--- src/hw/rtl/rss_pkg.sv ---
`default_nettype none
// ----------------------------------------------------------------------------
// rss_pkg: shared types and constants for the relay safety scheduler
// Holds the defaults for the top-level parameters, the field widths of the
// stream and configuration ports, the register indexes, and the command and
// status bundles that join the controller and the datapath.
// ----------------------------------------------------------------------------
package rss_pkg;

    // Defaults for the top-level parameters.
    localparam int RELAY_CHANNELS_DEF = 4;
    localparam int QUEUE_DEPTH_DEF    = 8;
    localparam int TIME_WIDTH_DEF     = 32;

    // Configuration port.
    localparam int CFG_W      = 32;
    localparam int CFG_ADDR_W = 1;

    localparam logic [CFG_ADDR_W-1:0] REG_MAX_ON  = 1'd0;
    localparam logic [CFG_ADDR_W-1:0] REG_MIN_GAP = 1'd1;

    localparam logic [CFG_W-1:0] MAX_ON_RESET  = 32'd10800000;
    localparam logic [CFG_W-1:0] MIN_GAP_RESET = 32'd0;

    // Item fields.
    localparam int RIDX_W  = 2;
    localparam int CMD_W   = RIDX_W + 1;   // {relay_index, turn_on}
    localparam int MASK_W  = 4;
    localparam int COUNT_W = 4;

    localparam int S_TDATA_W   = 8;
    localparam int M_FIELDS_W  = 3 * MASK_W + 2 + COUNT_W;
    localparam int M_TDATA_W   = 24;

    // Controller to datapath.
    typedef struct packed {
        logic accept;   // input beat taken: tick or enqueue
        logic check;    // apply the on-time watchdog to all relays
        logic drain;    // execute the command at the queue head if allowed
        logic load;     // capture the result into the output register
    } rss_cmd_t;

    // Datapath to controller.
    typedef struct packed {
        logic queue_empty;
        logic head_blocked;
    } rss_stat_t;

endpackage

`default_nettype wire

--- src/hw/rtl/rss_ctrl.sv ---
`default_nettype none
// ----------------------------------------------------------------------------
// rss_ctrl: sequencing controller for the relay safety scheduler
// Takes one beat at a time, steps the datapath through the watchdog check
// and the queue drain, and owns the valid flag of the output register.
// ----------------------------------------------------------------------------
module rss_ctrl
(
    input  wire logic              clk,
    input  wire logic              rst_n,
    input  wire logic              s_tvalid,
    output logic                   s_tready,
    output logic                   m_tvalid,
    input  wire logic              m_tready,
    input  wire rss_pkg::rss_stat_t stat,
    output rss_pkg::rss_cmd_t      cmd
);

    localparam logic [1:0] S_IDLE  = 2'd0;
    localparam logic [1:0] S_CHECK = 2'd1;
    localparam logic [1:0] S_DRAIN = 2'd2;
    localparam logic [1:0] S_DONE  = 2'd3;

    logic [1:0] state_reg;
    logic [1:0] state_next;
    logic       ovalid_reg;
    logic       ovalid_next;

    assign s_tready = (state_reg == S_IDLE);
    assign m_tvalid = ovalid_reg;

    always_comb
    begin
        cmd.accept = (state_reg == S_IDLE) && s_tvalid;
        cmd.check  = (state_reg == S_CHECK);
        cmd.drain  = (state_reg == S_DRAIN);
        cmd.load   = (state_reg == S_DONE) && (!ovalid_reg || m_tready);
    end

    always_comb
    begin
        state_next = state_reg;
        case (state_reg)
            S_IDLE:
            begin
                if (s_tvalid)
                begin
                    state_next = S_CHECK;
                end
            end
            S_CHECK:
            begin
                state_next = S_DRAIN;
            end
            S_DRAIN:
            begin
                // One command leaves the queue per cycle until it runs dry
                // or an ON has to wait for the gap.
                if (stat.queue_empty || stat.head_blocked)
                begin
                    state_next = S_DONE;
                end
            end
            S_DONE:
            begin
                if (cmd.load)
                begin
                    state_next = S_IDLE;
                end
            end
            default:
            begin
                state_next = S_IDLE;
            end
        endcase
    end

    always_comb
    begin
        ovalid_next = ovalid_reg;
        if (cmd.load)
        begin
            ovalid_next = 1'b1;
        end
        else if (m_tready)
        begin
            ovalid_next = 1'b0;
        end
    end

    always_ff @(posedge clk or negedge rst_n)
    begin
        if (!rst_n)
        begin
            state_reg  <= S_IDLE;
            ovalid_reg <= 1'b0;
        end
        else
        begin
            state_reg  <= state_next;
            ovalid_reg <= ovalid_next;
        end
    end

    a_one_at_a_time: assert property (@(posedge clk) disable iff (!rst_n)
        (s_tvalid && s_tready) |=> !s_tready)
        else $error("rss_ctrl: input taken while an item is in progress");

    a_result_from_done: assert property (@(posedge clk) disable iff (!rst_n)
        $rose(m_tvalid) |-> ($past(state_reg) == S_DONE))
        else $error("rss_ctrl: result shown before the item finished");

    a_drain_continues: assert property (@(posedge clk) disable iff (!rst_n)
        (state_reg == S_DRAIN && !stat.queue_empty && !stat.head_blocked)
        |=> (state_reg == S_DRAIN))
        else $error("rss_ctrl: drain stopped with an executable command");

endmodule

`default_nettype wire

--- src/hw/rtl/rss_dp.sv ---
`default_nettype none
// ----------------------------------------------------------------------------
// rss_dp: datapath of the relay safety scheduler
// Holds the tick counter, relay states and on stamps, the gap tracker, the
// command queue and the configuration registers, and builds the result beat.
// ----------------------------------------------------------------------------
module rss_dp
#(
    parameter int RELAY_CHANNELS = rss_pkg::RELAY_CHANNELS_DEF,
    parameter int QUEUE_DEPTH    = rss_pkg::QUEUE_DEPTH_DEF,
    parameter int TIME_WIDTH     = rss_pkg::TIME_WIDTH_DEF
)
(
    input  wire logic                            clk,
    input  wire logic                            rst_n,
    input  wire rss_pkg::rss_cmd_t               cmd,
    output rss_pkg::rss_stat_t                   stat,
    input  wire logic                            in_op,
    input  wire logic [rss_pkg::RIDX_W-1:0]      in_relay_index,
    input  wire logic                            in_turn_on,
    input  wire logic                            cfg_we,
    input  wire logic [rss_pkg::CFG_ADDR_W-1:0]  cfg_addr,
    input  wire logic [rss_pkg::CFG_W-1:0]       cfg_wdata,
    output logic [rss_pkg::M_TDATA_W-1:0]        out_data
);

    localparam int QW    = $clog2(QUEUE_DEPTH);
    localparam int FW    = $clog2(QUEUE_DEPTH + 1);
    localparam int CMP_W = (TIME_WIDTH > rss_pkg::CFG_W) ? TIME_WIDTH : rss_pkg::CFG_W;
    localparam int EXT_W = RELAY_CHANNELS + rss_pkg::MASK_W;
    localparam int PAD_W = rss_pkg::M_TDATA_W - rss_pkg::M_FIELDS_W;

    logic [rss_pkg::CFG_W-1:0]   max_on_reg;
    logic [rss_pkg::CFG_W-1:0]   min_gap_reg;

    logic [TIME_WIDTH-1:0]       tick_reg;
    logic [TIME_WIDTH-1:0]       tick_next;
    logic [TIME_WIDTH-1:0]       last_on_reg;
    logic                        gap_armed_reg;
    logic                        gap_armed_next;

    logic [RELAY_CHANNELS-1:0]   on_reg;
    logic [RELAY_CHANNELS-1:0]   on_next;
    logic [RELAY_CHANNELS-1:0]   expired;
    logic [TIME_WIDTH-1:0]       stamp_reg [RELAY_CHANNELS];

    logic [rss_pkg::CMD_W-1:0]   queue_mem [QUEUE_DEPTH];
    logic [QW-1:0]               head_reg;
    logic [QW-1:0]               head_next;
    logic [FW-1:0]               fill_reg;
    logic [FW-1:0]               fill_next;
    logic [QW:0]                 tail_sum;
    logic [QW-1:0]               tail;

    logic [rss_pkg::MASK_W-1:0]  tmo_reg;
    logic [rss_pkg::MASK_W-1:0]  tmo_next;
    logic                        dropped_reg;
    logic                        dropped_next;
    logic                        waiting_reg;
    logic                        waiting_next;

    logic [rss_pkg::CMD_W-1:0]   head_cmd;
    logic [rss_pkg::RIDX_W-1:0]  head_idx;
    logic                        head_on;
    logic                        head_present;
    logic [TIME_WIDTH-1:0]       since;
    logic                        queue_empty;
    logic                        queue_full;
    logic                        head_blocked;
    logic                        enq;
    logic                        pop;
    logic                        pop_on;

    logic [EXT_W-1:0]            on_ext;
    logic [EXT_W-1:0]            tmo_ext;
    logic [rss_pkg::MASK_W-1:0]  onmask;

    logic [rss_pkg::M_TDATA_W-1:0] out_data_reg;

    // Queue head decode and the gap rule.
    assign head_cmd     = queue_mem[head_reg];
    assign head_on      = head_cmd[0];
    assign head_idx     = head_cmd[rss_pkg::CMD_W-1:1];
    assign head_present = (int'(head_idx) < RELAY_CHANNELS);
    assign since        = tick_reg - last_on_reg;
    assign queue_empty  = (fill_reg == '0);
    assign queue_full   = (fill_reg == FW'(QUEUE_DEPTH));
    assign head_blocked = !queue_empty && head_on && head_present && gap_armed_reg
                          && (CMP_W'(since) < CMP_W'(min_gap_reg));

    assign stat.queue_empty  = queue_empty;
    assign stat.head_blocked = head_blocked;

    assign enq    = cmd.accept && in_op && !queue_full;
    assign pop    = cmd.drain && !queue_empty && !head_blocked;
    assign pop_on = pop && head_present && head_on;

    // Tail slot: head plus fill, folded back once into the queue range.
    assign tail_sum = {1'b0, head_reg} + (QW + 1)'(fill_reg);
    assign tail     = (tail_sum >= (QW + 1)'(QUEUE_DEPTH))
                      ? QW'(tail_sum - (QW + 1)'(QUEUE_DEPTH)) : QW'(tail_sum);

    // Watchdog compare, one per relay.
    always_comb
    begin
        for (int i = 0; i < RELAY_CHANNELS; i++)
        begin
            expired[i] = (CMP_W'(tick_reg - stamp_reg[i]) >= CMP_W'(max_on_reg));
        end
    end

    assign tmo_ext = EXT_W'(on_reg & expired);

    always_comb
    begin
        tick_next      = tick_reg;
        on_next        = on_reg;
        gap_armed_next = gap_armed_reg;
        head_next      = head_reg;
        fill_next      = fill_reg;
        tmo_next       = tmo_reg;
        dropped_next   = dropped_reg;
        waiting_next   = waiting_reg;

        if (cmd.accept)
        begin
            tmo_next     = '0;
            waiting_next = 1'b0;
            dropped_next = in_op && queue_full;
            if (!in_op)
            begin
                tick_next = tick_reg + TIME_WIDTH'(1);
            end
        end

        if (enq)
        begin
            fill_next = fill_reg + FW'(1);
        end

        if (cmd.check)
        begin
            on_next  = on_reg & ~expired;
            tmo_next = tmo_ext[rss_pkg::MASK_W-1:0];
        end

        if (cmd.drain && !queue_empty && head_blocked)
        begin
            waiting_next = 1'b1;
        end

        if (pop)
        begin
            head_next = (head_reg == QW'(QUEUE_DEPTH - 1)) ? '0 : head_reg + QW'(1);
            fill_next = fill_reg - FW'(1);
            if (head_present)
            begin
                for (int i = 0; i < RELAY_CHANNELS; i++)
                begin
                    if (int'(head_idx) == i)
                    begin
                        on_next[i] = head_on;
                    end
                end
            end
            if (pop_on)
            begin
                gap_armed_next = 1'b1;
            end
        end
    end

    always_ff @(posedge clk or negedge rst_n)
    begin
        if (!rst_n)
        begin
            max_on_reg    <= rss_pkg::MAX_ON_RESET;
            min_gap_reg   <= rss_pkg::MIN_GAP_RESET;
            tick_reg      <= '0;
            on_reg        <= '0;
            gap_armed_reg <= 1'b0;
            head_reg      <= '0;
            fill_reg      <= '0;
            tmo_reg       <= '0;
            dropped_reg   <= 1'b0;
            waiting_reg   <= 1'b0;
        end
        else
        begin
            if (cfg_we)
            begin
                case (cfg_addr)
                    rss_pkg::REG_MAX_ON:  max_on_reg  <= cfg_wdata;
                    rss_pkg::REG_MIN_GAP: min_gap_reg <= cfg_wdata;
                    default:
                    begin
                    end
                endcase
            end
            tick_reg      <= tick_next;
            on_reg        <= on_next;
            gap_armed_reg <= gap_armed_next;
            head_reg      <= head_next;
            fill_reg      <= fill_next;
            tmo_reg       <= tmo_next;
            dropped_reg   <= dropped_next;
            waiting_reg   <= waiting_next;
        end
    end

    // Stamps, last ON time and queue entries are only read once written.
    always_ff @(posedge clk)
    begin
        if (enq)
        begin
            queue_mem[tail] <= {in_relay_index, in_turn_on};
        end
        if (pop_on)
        begin
            last_on_reg <= tick_reg;
            for (int i = 0; i < RELAY_CHANNELS; i++)
            begin
                if (int'(head_idx) == i)
                begin
                    stamp_reg[i] <= tick_reg;
                end
            end
        end
    end

    assign on_ext = EXT_W'(on_reg);
    assign onmask = on_ext[rss_pkg::MASK_W-1:0];

    always_ff @(posedge clk)
    begin
        if (cmd.load)
        begin
            out_data_reg <= {{PAD_W{1'b0}},
                             rss_pkg::COUNT_W'(fill_reg),
                             waiting_reg,
                             dropped_reg,
                             tmo_reg,
                             onmask,
                             ~onmask};
        end
    end

    assign out_data = out_data_reg;

    a_fill_bound: assert property (@(posedge clk) disable iff (!rst_n)
        fill_reg <= FW'(QUEUE_DEPTH))
        else $error("rss_dp: queue fill beyond depth");

    a_waiting_has_head: assert property (@(posedge clk) disable iff (!rst_n)
        waiting_reg |-> !queue_empty)
        else $error("rss_dp: waiting flagged with an empty queue");

    a_tick_advance: assert property (@(posedge clk) disable iff (!rst_n)
        (cmd.accept && !in_op) |=> (tick_reg == $past(tick_reg) + TIME_WIDTH'(1)))
        else $error("rss_dp: tick beat did not advance time");

endmodule

`default_nettype wire

--- src/hw/rtl/relay_safety_scheduler.sv ---
`default_nettype none
// ----------------------------------------------------------------------------
// relay_safety_scheduler: timed, rate-limited driver for a bank of relays
// Takes tick and on/off command beats, queues commands, forces off relays
// that reach their on-time limit, and paces ON commands by a minimum gap.
// ----------------------------------------------------------------------------
//  Channel  Dir  Handshake          Payload
//  s_*      in   s_tvalid/s_tready  tuser op; tdata relay_index, turn_on
//  m_*      out  m_tvalid/m_tready  tdata relay_drive .. queue_count
//  cfg_*    in   cfg_we             cfg_addr register, cfg_wdata value
//
// One beat is in work at a time: after acceptance an item goes through the
// check, drain and done states before the next input slot frees; the drain
// loop executes at most QUEUE_DEPTH queued commands, popping one a cycle. The
// result sits in an output register, so a waiting result only holds the
// block when the next result is ready. Reset is asynchronous and clears time,
// relays, queue pointers and registers; no clearing pass runs.
// ----------------------------------------------------------------------------
module relay_safety_scheduler
#(
    parameter int RELAY_CHANNELS = rss_pkg::RELAY_CHANNELS_DEF,
    parameter int QUEUE_DEPTH    = rss_pkg::QUEUE_DEPTH_DEF,
    parameter int TIME_WIDTH     = rss_pkg::TIME_WIDTH_DEF
)
(
    input  wire logic                            clk,
    input  wire logic                            rst_n,

    input  wire logic                            s_tvalid,
    output logic                                 s_tready,
    // [1:0] relay_index, [2] turn_on, [7:3] zero
    input  wire logic [rss_pkg::S_TDATA_W-1:0]   s_tdata,
    // [0] op
    input  wire logic                            s_tuser,

    output logic                                 m_tvalid,
    input  wire logic                            m_tready,
    // [3:0] relay_drive, [7:4] relay_on_mask, [11:8] timeout_mask,
    // [12] dropped, [13] waiting, [17:14] queue_count, [23:18] zero
    output logic [rss_pkg::M_TDATA_W-1:0]        m_tdata,

    input  wire logic                            cfg_we,
    input  wire logic [rss_pkg::CFG_ADDR_W-1:0]  cfg_addr,
    input  wire logic [rss_pkg::CFG_W-1:0]       cfg_wdata
);

    rss_pkg::rss_cmd_t  cmd;
    rss_pkg::rss_stat_t stat;

    rss_ctrl u_ctrl
    (
        .clk      (clk),
        .rst_n    (rst_n),
        .s_tvalid (s_tvalid),
        .s_tready (s_tready),
        .m_tvalid (m_tvalid),
        .m_tready (m_tready),
        .stat     (stat),
        .cmd      (cmd)
    );

    rss_dp
    #(
        .RELAY_CHANNELS (RELAY_CHANNELS),
        .QUEUE_DEPTH    (QUEUE_DEPTH),
        .TIME_WIDTH     (TIME_WIDTH)
    )
    u_dp
    (
        .clk            (clk),
        .rst_n          (rst_n),
        .cmd            (cmd),
        .stat           (stat),
        .in_op          (s_tuser),
        .in_relay_index (s_tdata[rss_pkg::RIDX_W-1:0]),
        .in_turn_on     (s_tdata[rss_pkg::RIDX_W]),
        .cfg_we         (cfg_we),
        .cfg_addr       (cfg_addr),
        .cfg_wdata      (cfg_wdata),
        .out_data       (m_tdata)
    );

endmodule

`default_nettype wire

--- config.mk ---
export PLATFORM = sky130hd
export DESIGN_NAME = relay_safety_scheduler
export DESIGN_NICKNAME = d
export VERILOG_FILES = /design/src/hw/rtl/rss_pkg.sv /design/src/hw/rtl/rss_ctrl.sv /design/src/hw/rtl/rss_dp.sv /design/src/hw/rtl/relay_safety_scheduler.sv
export SDC_FILE = /design/constraint.sdc
export NUM_CORES = 1
export LEC_CHECK = 0
export BUFFER_PORTS_ARGS = -buffer_cell sky130_fd_sc_hd__buf_4
export CAP_MARGIN = 10
export CELL_PAD_IN_SITES_DETAIL_PLACEMENT = 1
export CELL_PAD_IN_SITES_GLOBAL_PLACEMENT = 1
export CORE_MARGIN = 4
export CORE_UTILIZATION = 35
export CTS_BUF_LIST = sky130_fd_sc_hd__clkbuf_2 sky130_fd_sc_hd__clkbuf_4 sky130_fd_sc_hd__clkbuf_8
export CTS_CLUSTER_DIAMETER = 120
export DETAILED_ROUTE_END_ITERATION = 12
export PLACE_DENSITY = 0.66
export RECOVER_POWER = 50
export SLEW_MARGIN = 20
export SYNTH_ARGS = -nofsm -noshare
export SYNTH_HDL_FRONTEND = slang
export SYNTH_SLANG_ARGS = --single-unit
--- constraint.sdc ---
create_clock -name clk -period 7.5 [get_ports clk]
set_clock_uncertainty 0.1 [all_clocks]
set_input_delay 0.375 -clock clk [delete_from_list [all_inputs] [get_ports clk]]
set_output_delay 0.375 -clock clk [all_outputs]
set_load 0.05 [all_outputs]
==> metrics.yaml, run 1 <==
instances_no_fill: 3269
fillerInstances: 7116
cp_max_fo: 18
number_of_enable_type_register_cells_in_the_synthesized_netlist: 202
num_io_pins: 73
final-hold-violation-count: 0
slew-limit-headroom_pct: -123.6
num_rows: 92
cts.path.max_buffers: 3
cts_made_buffers: 59
synth.distinct_cells: 81
cp_num_buf_inv: 3
tritoncts: "built"
total_power_uw: 6383
register_area_um2: 9005
synth.area.top_cells: "sky130_fd_sc_hd__edfxtp_1, sky130_fd_sc_hd__ha_1, sky130_fd_sc_hd__dfrtp_1"
ys_ff_latch: 319
hold_path_class: "reg2reg"
antenna_found_initial: 3
core_region_area_um2: 63430
grt_pass1_wl_mm: 96.41
dr_total_vias: 16970
area_occupied_by_multi_input_gates_um2: 12460
max_stage_delay_ps: 840
layout-area-overhead-vs-synth_pct: 14.13
final_core_utilization_pct: 40.56
synth_area_per_cell_um2: 10.20
maxClockFrequency_mhz: 153.1
dp.cells: 3116
share_of_the_synthesized_area_in_the_top_cell_type_pct: 26.91
setup_viol: 0
totalWireLength_mm: 60.71
syn_area_um2: 22540
nets: 2749
vias_in_the_first_global_route: 17892
global_route.usage.total_pct: 17.65
timing.setup.critical_path_class: "reg2reg"
post_drt_wl_per_cell_um: 18.57
die_w_um: 261.8
clk_latency_ps: 670
drtAntennaViolNets: 0
cpMostUsedCell: "sky130_fd_sc_hd__a21o_1"
netlist.top_cell.by_area: "sky130_fd_sc_hd__edfxtp_1"
place.port_buffers: 61
layout-drive-gt1-share_pct: 10.40
synth.yosys.seq_area_share_pct: 39.95
power_density_nw_per_um2: 248.1
worstPathArrival_ps: 7020
dr.pass1.iters: 4
drcViolationCount: 0
clkSlewWorstSetupHoldPaths_ps: 60
globalRouteOverflowTotal: 0
cts_hold_buffers: 40
final.min_clock_period_ps: 6531
maximum_number_of_pins_on_one_net_before_global_route_repair: 64
endpoint_kind: "register"
die-height_um: 261.8
clock-root-buffer: "sky130_fd_sc_hd__clkbuf_8"
place_congestion: 0.8563
vdd_drop_max_v: 0.0001940
timing_max_transition_violations_final: 153
synth_async_sr_flop_share_pct: 36.68
failing_checks: "max-capacitance violations, max-slew violations"
critical_path.startpoint_type: "register"
max_slew.worst_pin.slew_ps: 3354
fin_worst_hold_slack_ps: 345.6
number_of_vias_per_cell: 5.191
drv.max_cap_violation_count: 3
number_of_flip_flops_under_the_largest_register_name: 128
drt_first_iter_violations: 928
result_of_the_run: "complete, but fails checks"
ctsResizeCount: 0
post_cts_buffers: 0
synthTopCellsByCount: "sky130_fd_sc_hd__ha_1, sky130_fd_sc_hd__inv_1, sky130_fd_sc_hd__edfxtp_1"
share_of_the_cycle_needed_by_the_critical_path_after_routing_pct: 87.09
cp_top_family: "compound AO/OA/AOI/OAI gates"
tns_ps: 0
initial_utilization_pct: 35.54
htreeDepth: 2
detailed_place_hpwl_mm: 46.38
synth_most_common_cell: "sky130_fd_sc_hd__ha_1"
crit_slowest_cell: "sky130_fd_sc_hd__clkbuf_1"
path_cells: "clkbuf_1 -> fa_1 -> a21o_1 -> nand4_1 -> a21oi_1 -> a21boi_2 -> o31ai_1 -> a211o_1 -> a311oi_2 -> xnor2_1 -> ha_1 -> a21o_1 -> a2111oi_0 -> o21ai_0 -> nor2_1 -> buf_4 -> inv_2 -> ha_1 -> a21o_1 -> a21oi_1 -> nor2_1 -> mux2i_1 -> xnor2_1"
worst-endpoint-required_ps: 7990
postSynthCellCount: 2209
clkSinkCount: 319
grt_setup_unrepaired: "no"
p_leak_uw: 0.01184
dieArea_um2: 68520
ys_warnings: 0
ys_dominant_reg_cell: "sky130_fd_sc_hd__edfxtp_1"
[cell families (layout without fill, tap and decap cells)]
family	after synthesis	after routing	synth area share, %
AOI/OAI and AO/OA	572	572	16.58
xor gates and xnor gates	181	181	7.033
adders and majority gates	331	331	18.61
buffers and inverters	293	501	5.007
DFF	319	319	39.95
muxes	48	48	2.676
other	1	7	0.01664
and+or+nand+nor	464	464	10.13
[power breakdown]
part / total, µW / internal, µW / switching (µW) / leakage [µW]
clock: 1820 / 1010 / 813 / 0.000693
sequential: 2300 / 2160 / 138 / 0.00348
combinational: 2260 / 889 / 1370 / 0.00767
total: 6380 / 4060 / 2320 / 0.0118
[final cells by class]
cell class | count | area share (%)
repair buffers | 124 | 3.599
well taps | 846 | 4.115
flip-flops and latches | 319 | 35.01
clock inverters | 26 | 0.7393
multi-input cells | 1602 | 48.43
inverters | 265 | 3.867
clock buffers | 86 | 4.237
diodes | 1 | 0.009728
[final timing paths]
path / from / endpoint / slack [ps] / cells past startpoint
min in group asynchronous: rst_n / u_dp.tick_reg[31] / 1300 / 2
worst min register to register: u_dp.dropped_reg / u_dp.out_data[12] / 350 / 0
worst max register to register: u_dp.tick_reg[1] / u_dp.fill_reg[3] / 970 / 23
max in group asynchronous: rst_n / u_dp.min_gap_reg[7] / 3790 / 3
worst min-delay path: u_dp.dropped_reg / u_dp.out_data[12] / 350 / 0
worst max-delay path: u_dp.tick_reg[1] / u_dp.fill_reg[3] / 970 / 23
[placed cells by master, fill, tap and decap left out, types with 95 or more instances in the layout]
master | netlist | final
sky130_fd_sc_hd__a21o_1 | 131 | 131
sky130_fd_sc_hd__a21oi_1 | 171 | 171
sky130_fd_sc_hd__dfrtp_1 | 108 | 108
sky130_fd_sc_hd__edfxtp_1 | 202 | 202
sky130_fd_sc_hd__ha_1 | 324 | 324
sky130_fd_sc_hd__inv_1 | 264 | 264
sky130_fd_sc_hd__nand2_1 | 128 | 128
sky130_fd_sc_hd__nor2_1 | 99 | 95
sky130_fd_sc_hd__o21ai_0 | 105 | 105
sky130_fd_sc_hd__xnor2_1 | 132 | 132
[stage by stage]
| stage | setup WS [ps] | area [µm²] |
|---|---|---|
| 4_1_cts | 1133 | 25830 |
| 3_5_place_dp | 1183 | 24150 |
| 2_1_floorplan | 1675 | 22560 |
| 5_1_grt | 388.5 | 25720 |
| 3_3_place_gp | 1317 | 24150 |
| 6_report | 968.6 | 25720 |
[layer usage]
metal  track usage (%)  vias up  routed length (µm)
met5                 0        -                   0
met4             5.413        0                1690
met3             2.236       98                1595
met2             31.69      190               30150
met1             22.17     8384               27280
li1                  -     8298                   -
No activity file was read; power rests on OpenSTA's default activity.
==> run 2, diff against run 1 <==
==> constraint.sdc (replaced) <==
create_clock -name clk -period 7.5 [get_ports clk]
set_clock_uncertainty 0.1 [all_clocks]
set_input_delay 1.125 -clock clk [delete_from_list [all_inputs] [get_ports clk]]
set_output_delay 1.125 -clock clk [all_outputs]
set_load 0.05 [all_outputs]
==> metrics.yaml, run 2 (same netlist as run 1, synthesis figures left out) <==
timing.reg2reg.worst_path_depth: 22  # was 23
worst_slack_ps: 998.9  # was 968.6 ps
endpoint_kind: "register"  # unchanged
hold_path_class: "reg2reg"  # unchanged
cp_num_buf_inv: 5  # was 3
dieArea_um2: 68520  # unchanged
grt_setup_unrepaired: "no"  # unchanged
fin_worst_hold_slack_ps: 346.4  # was 345.6 ps
vdd_drop_max_v: 0.0002044  # was 0.0001940 V
clock-root-buffer: "sky130_fd_sc_hd__clkbuf_8"  # unchanged
route.layer.met1.wl_mm: 27.09  # was 27.28 mm
detailed_place_hpwl_mm: 46.46  # was 46.38 mm
post_cts_buffers: 0  # unchanged
share_of_the_cycle_needed_by_the_critical_path_after_routing_pct: 86.68  # was 87.09%
die-height_um: 261.8  # unchanged
timing_max_transition_violations_final: 177  # was 153
cts.path.max_buffers: 3  # unchanged
path_cells: "clkbuf_1 -> ha_1 -> o21a_1 -> o21ai_0 -> a21oi_1 -> a21oi_1 -> a21oi_1 -> a41oi_1 -> a21oi_1 -> xor2_1 -> ha_1 -> a21o_1 -> a21o_1 -> a2111oi_0 -> o21ai_0 -> nor2_1 -> buf_4 -> inv_2 -> nand2b_1 -> inv_1 -> buf_4 -> a32o_1"  # was clkbuf_1 -> fa_1 -> a21o_1 -> nand4_1 -> a21oi_1 -> a21boi_2 -> o31ai_1 -> a211o_1 -> a311oi_2 -> xnor2_1 -> ha_1 -> a21o_1 -> a2111oi_0 -> o21ai_0 -> nor2_1 -> buf_4 -> inv_2 -> ha_1 -> a21o_1 -> a21oi_1 -> nor2_1 -> mux2i_1 -> xnor2_1
drv.max_cap_violation_count: 4  # was 3
core_region_area_um2: 63430  # unchanged
register_area_um2: 9005  # unchanged
max_stage_delay_ps: 670  # was 840 ps
cpMostUsedCell: "sky130_fd_sc_hd__a21oi_1"  # was sky130_fd_sc_hd__a21o_1
dr.pass1.iters: 5  # was 4
place_congestion: 0.8580  # was 0.8563
met3_routed_wirelength_mm: 1.798  # was 1.595 mm
tritoncts: "built"  # unchanged
worst_hold_path.num_cells: 0  # unchanged
final.min_clock_period_ps: 6501  # was 6531 ps
route.met2.wl_mm: 30.07  # was 30.15 mm
layout-area-overhead-vs-synth_pct: 12.60  # was 14.13%
num_io_pins: 73  # unchanged
setup_viol: 0  # unchanged
num_rows: 92  # unchanged
reg2reg_setup_slack_ps: 1000  # was 970 ps
grt_pass1_wl_mm: 96.34  # was 96.41 mm
area_occupied_by_multi_input_gates_um2: 12460  # unchanged
max_slew.worst_pin.slew_ps: 2767  # was 3354 ps
final_cell_mix: "sky130_fd_sc_hd__ha_1, sky130_fd_sc_hd__inv_1, sky130_fd_sc_hd__edfxtp_1"  # unchanged
htreeDepth: 2  # unchanged
layout.cells.most_common: "sky130_fd_sc_hd__ha_1"  # unchanged
critical_path_depth: 22  # was 23
number_of_flip_flops_under_the_largest_register_name: 128  # unchanged
dr_total_vias: 16928  # was 16970
p_leak_uw: 0.01169  # was 0.01184 µW
timing.rr.end: "u_dp.on_reg[1]"  # was u_dp.fill_reg[3]
result_of_the_run: "complete, but fails checks"  # unchanged
drcViolationCount: 0  # unchanged
top_layer: "met4"  # unchanged
global_route.usage.total_pct: 17.58  # was 17.65%
drt_first_iter_violations: 742  # was 928
antenna_found_initial: 1  # was 3
worstPathArrival_ps: 6950  # was 7020 ps
ctsResizeCount: 0  # unchanged
cts_hold_buffers: 0  # was 40
clk_latency_ps: 660  # was 670 ps
post_drt_wl_per_cell_um: 18.66  # was 18.57 µm
nets: 2709  # was 2749
place.port_buffers: 61  # unchanged
vias_in_the_first_global_route: 17833  # was 17892
timing.setup.critical_path_class: "reg2reg"  # unchanged
totalWireLength_mm: 60.22  # was 60.71 mm
power_density_nw_per_um2: 252.4  # was 248.1 nW/µm²
cts_made_buffers: 58  # was 59
maximum_number_of_pins_on_one_net_before_global_route_repair: 64  # unchanged
layout-drive-gt1-share_pct: 10.55  # was 10.40%
drtAntennaViolNets: 0  # unchanged
cp_max_fo: 33  # was 18
timing.critical_path.from: "u_dp.tick_reg[2]"  # was u_dp.tick_reg[1]
number_of_vias_per_cell: 5.246  # was 5.191
slew-limit-headroom_pct: -84.46  # was -123.6%
die_w_um: 261.8  # unchanged
cp-endpoint: "u_dp.on_reg[1]"  # was u_dp.fill_reg[3]
crit-reg2reg-launch: "u_dp.tick_reg[2]"  # was u_dp.tick_reg[1]
crit_slowest_cell: "sky130_fd_sc_hd__clkbuf_1"  # unchanged
final-hold-violation-count: 0  # unchanged
clkSlewWorstSetupHoldPaths_ps: 70  # was 60 ps
worst-endpoint-required_ps: 7950  # was 7990 ps
maxClockFrequency_mhz: 153.8  # was 153.1 MHz
fillerInstances: 7180  # was 7116
clkSinkCount: 319  # unchanged
tns_ps: 0  # unchanged
globalRouteOverflowTotal: 0  # unchanged
failing_checks: "max-capacitance violations, max-slew violations"  # unchanged
critical_path.startpoint_type: "register"  # unchanged
place_worst_setup_slack_ps: 1225  # was 1183 ps
initial_utilization_pct: 35.54  # unchanged
cp_top_family: "compound AO/OA/AOI/OAI gates"  # unchanged
## run 2: cell count changes in the layout (fill, tap and decap cells not counted), sizes merged
cell and change:
inv -1, clkinv -1, dlygate4sd3 -40, buf +7, bufinv +2, clkbuf -9
## run 2: layout make-up
type / instances / share of cell area (%)
Clock buffer: 83 / 4.205
Antenna cell: 1 / 0.009860
Tap cell: 846 / 4.171
Inverter: 265 / 3.920
Clock inverter: 26 / 0.9367
Multi-Input combinational cell: 1602 / 49.09
Sequential cell: 319 / 35.48
Timing Repair Buffer: 85 / 2.189
## run 2: metrics by stage
step / cells / total power, µW / utilization [%] / area (µm²)
after floorplan: 2214 / 3913 / - / 22560
after global placement: 3117 / 4494 / 38.08 / 24150
after detailed placement: 3117 / 4606 / 38.08 / 24150
after CTS: 3226 / 6531 / 40.14 / 25460
after global routing: 3227 / 6882 / 40.01 / 25380
final: 3227 / 6405 / 40.01 / 25380
## run 2: per-layer routing
| layer | global-route usage [%] | vias to the layer above |
|---|---|---|
| met4 | 4.657 | 0 |
| met5 | 0 | - |
| met1 | 22.19 | 8389 |
| met3 | 2.207 | 86 |
| li1 | - | 8235 |
| met2 | 31.78 | 218 |
## run 2: worst min path at each step
stage / from / endpoint
floorplan: u_dp.tmo_reg[2] / u_dp.out_data[10]
global placement: u_dp.tmo_reg[2] / u_dp.out_data[10]
detailed placement: u_dp.tmo_reg[2] / u_dp.out_data[10]
CTS: rst_n / u_dp.tick_reg[29]
global route: u_dp.tmo_reg[1] / u_dp.out_data[9]
finish: u_dp.tmo_reg[1] / u_dp.out_data[9]
## run 2: where the power goes
group          internal, µW  total (µW)  switching (µW)
logic                   883        2240            1360
clock network          1060        1860             805
registers              2160        2300             137
total                  4100        6400            2300
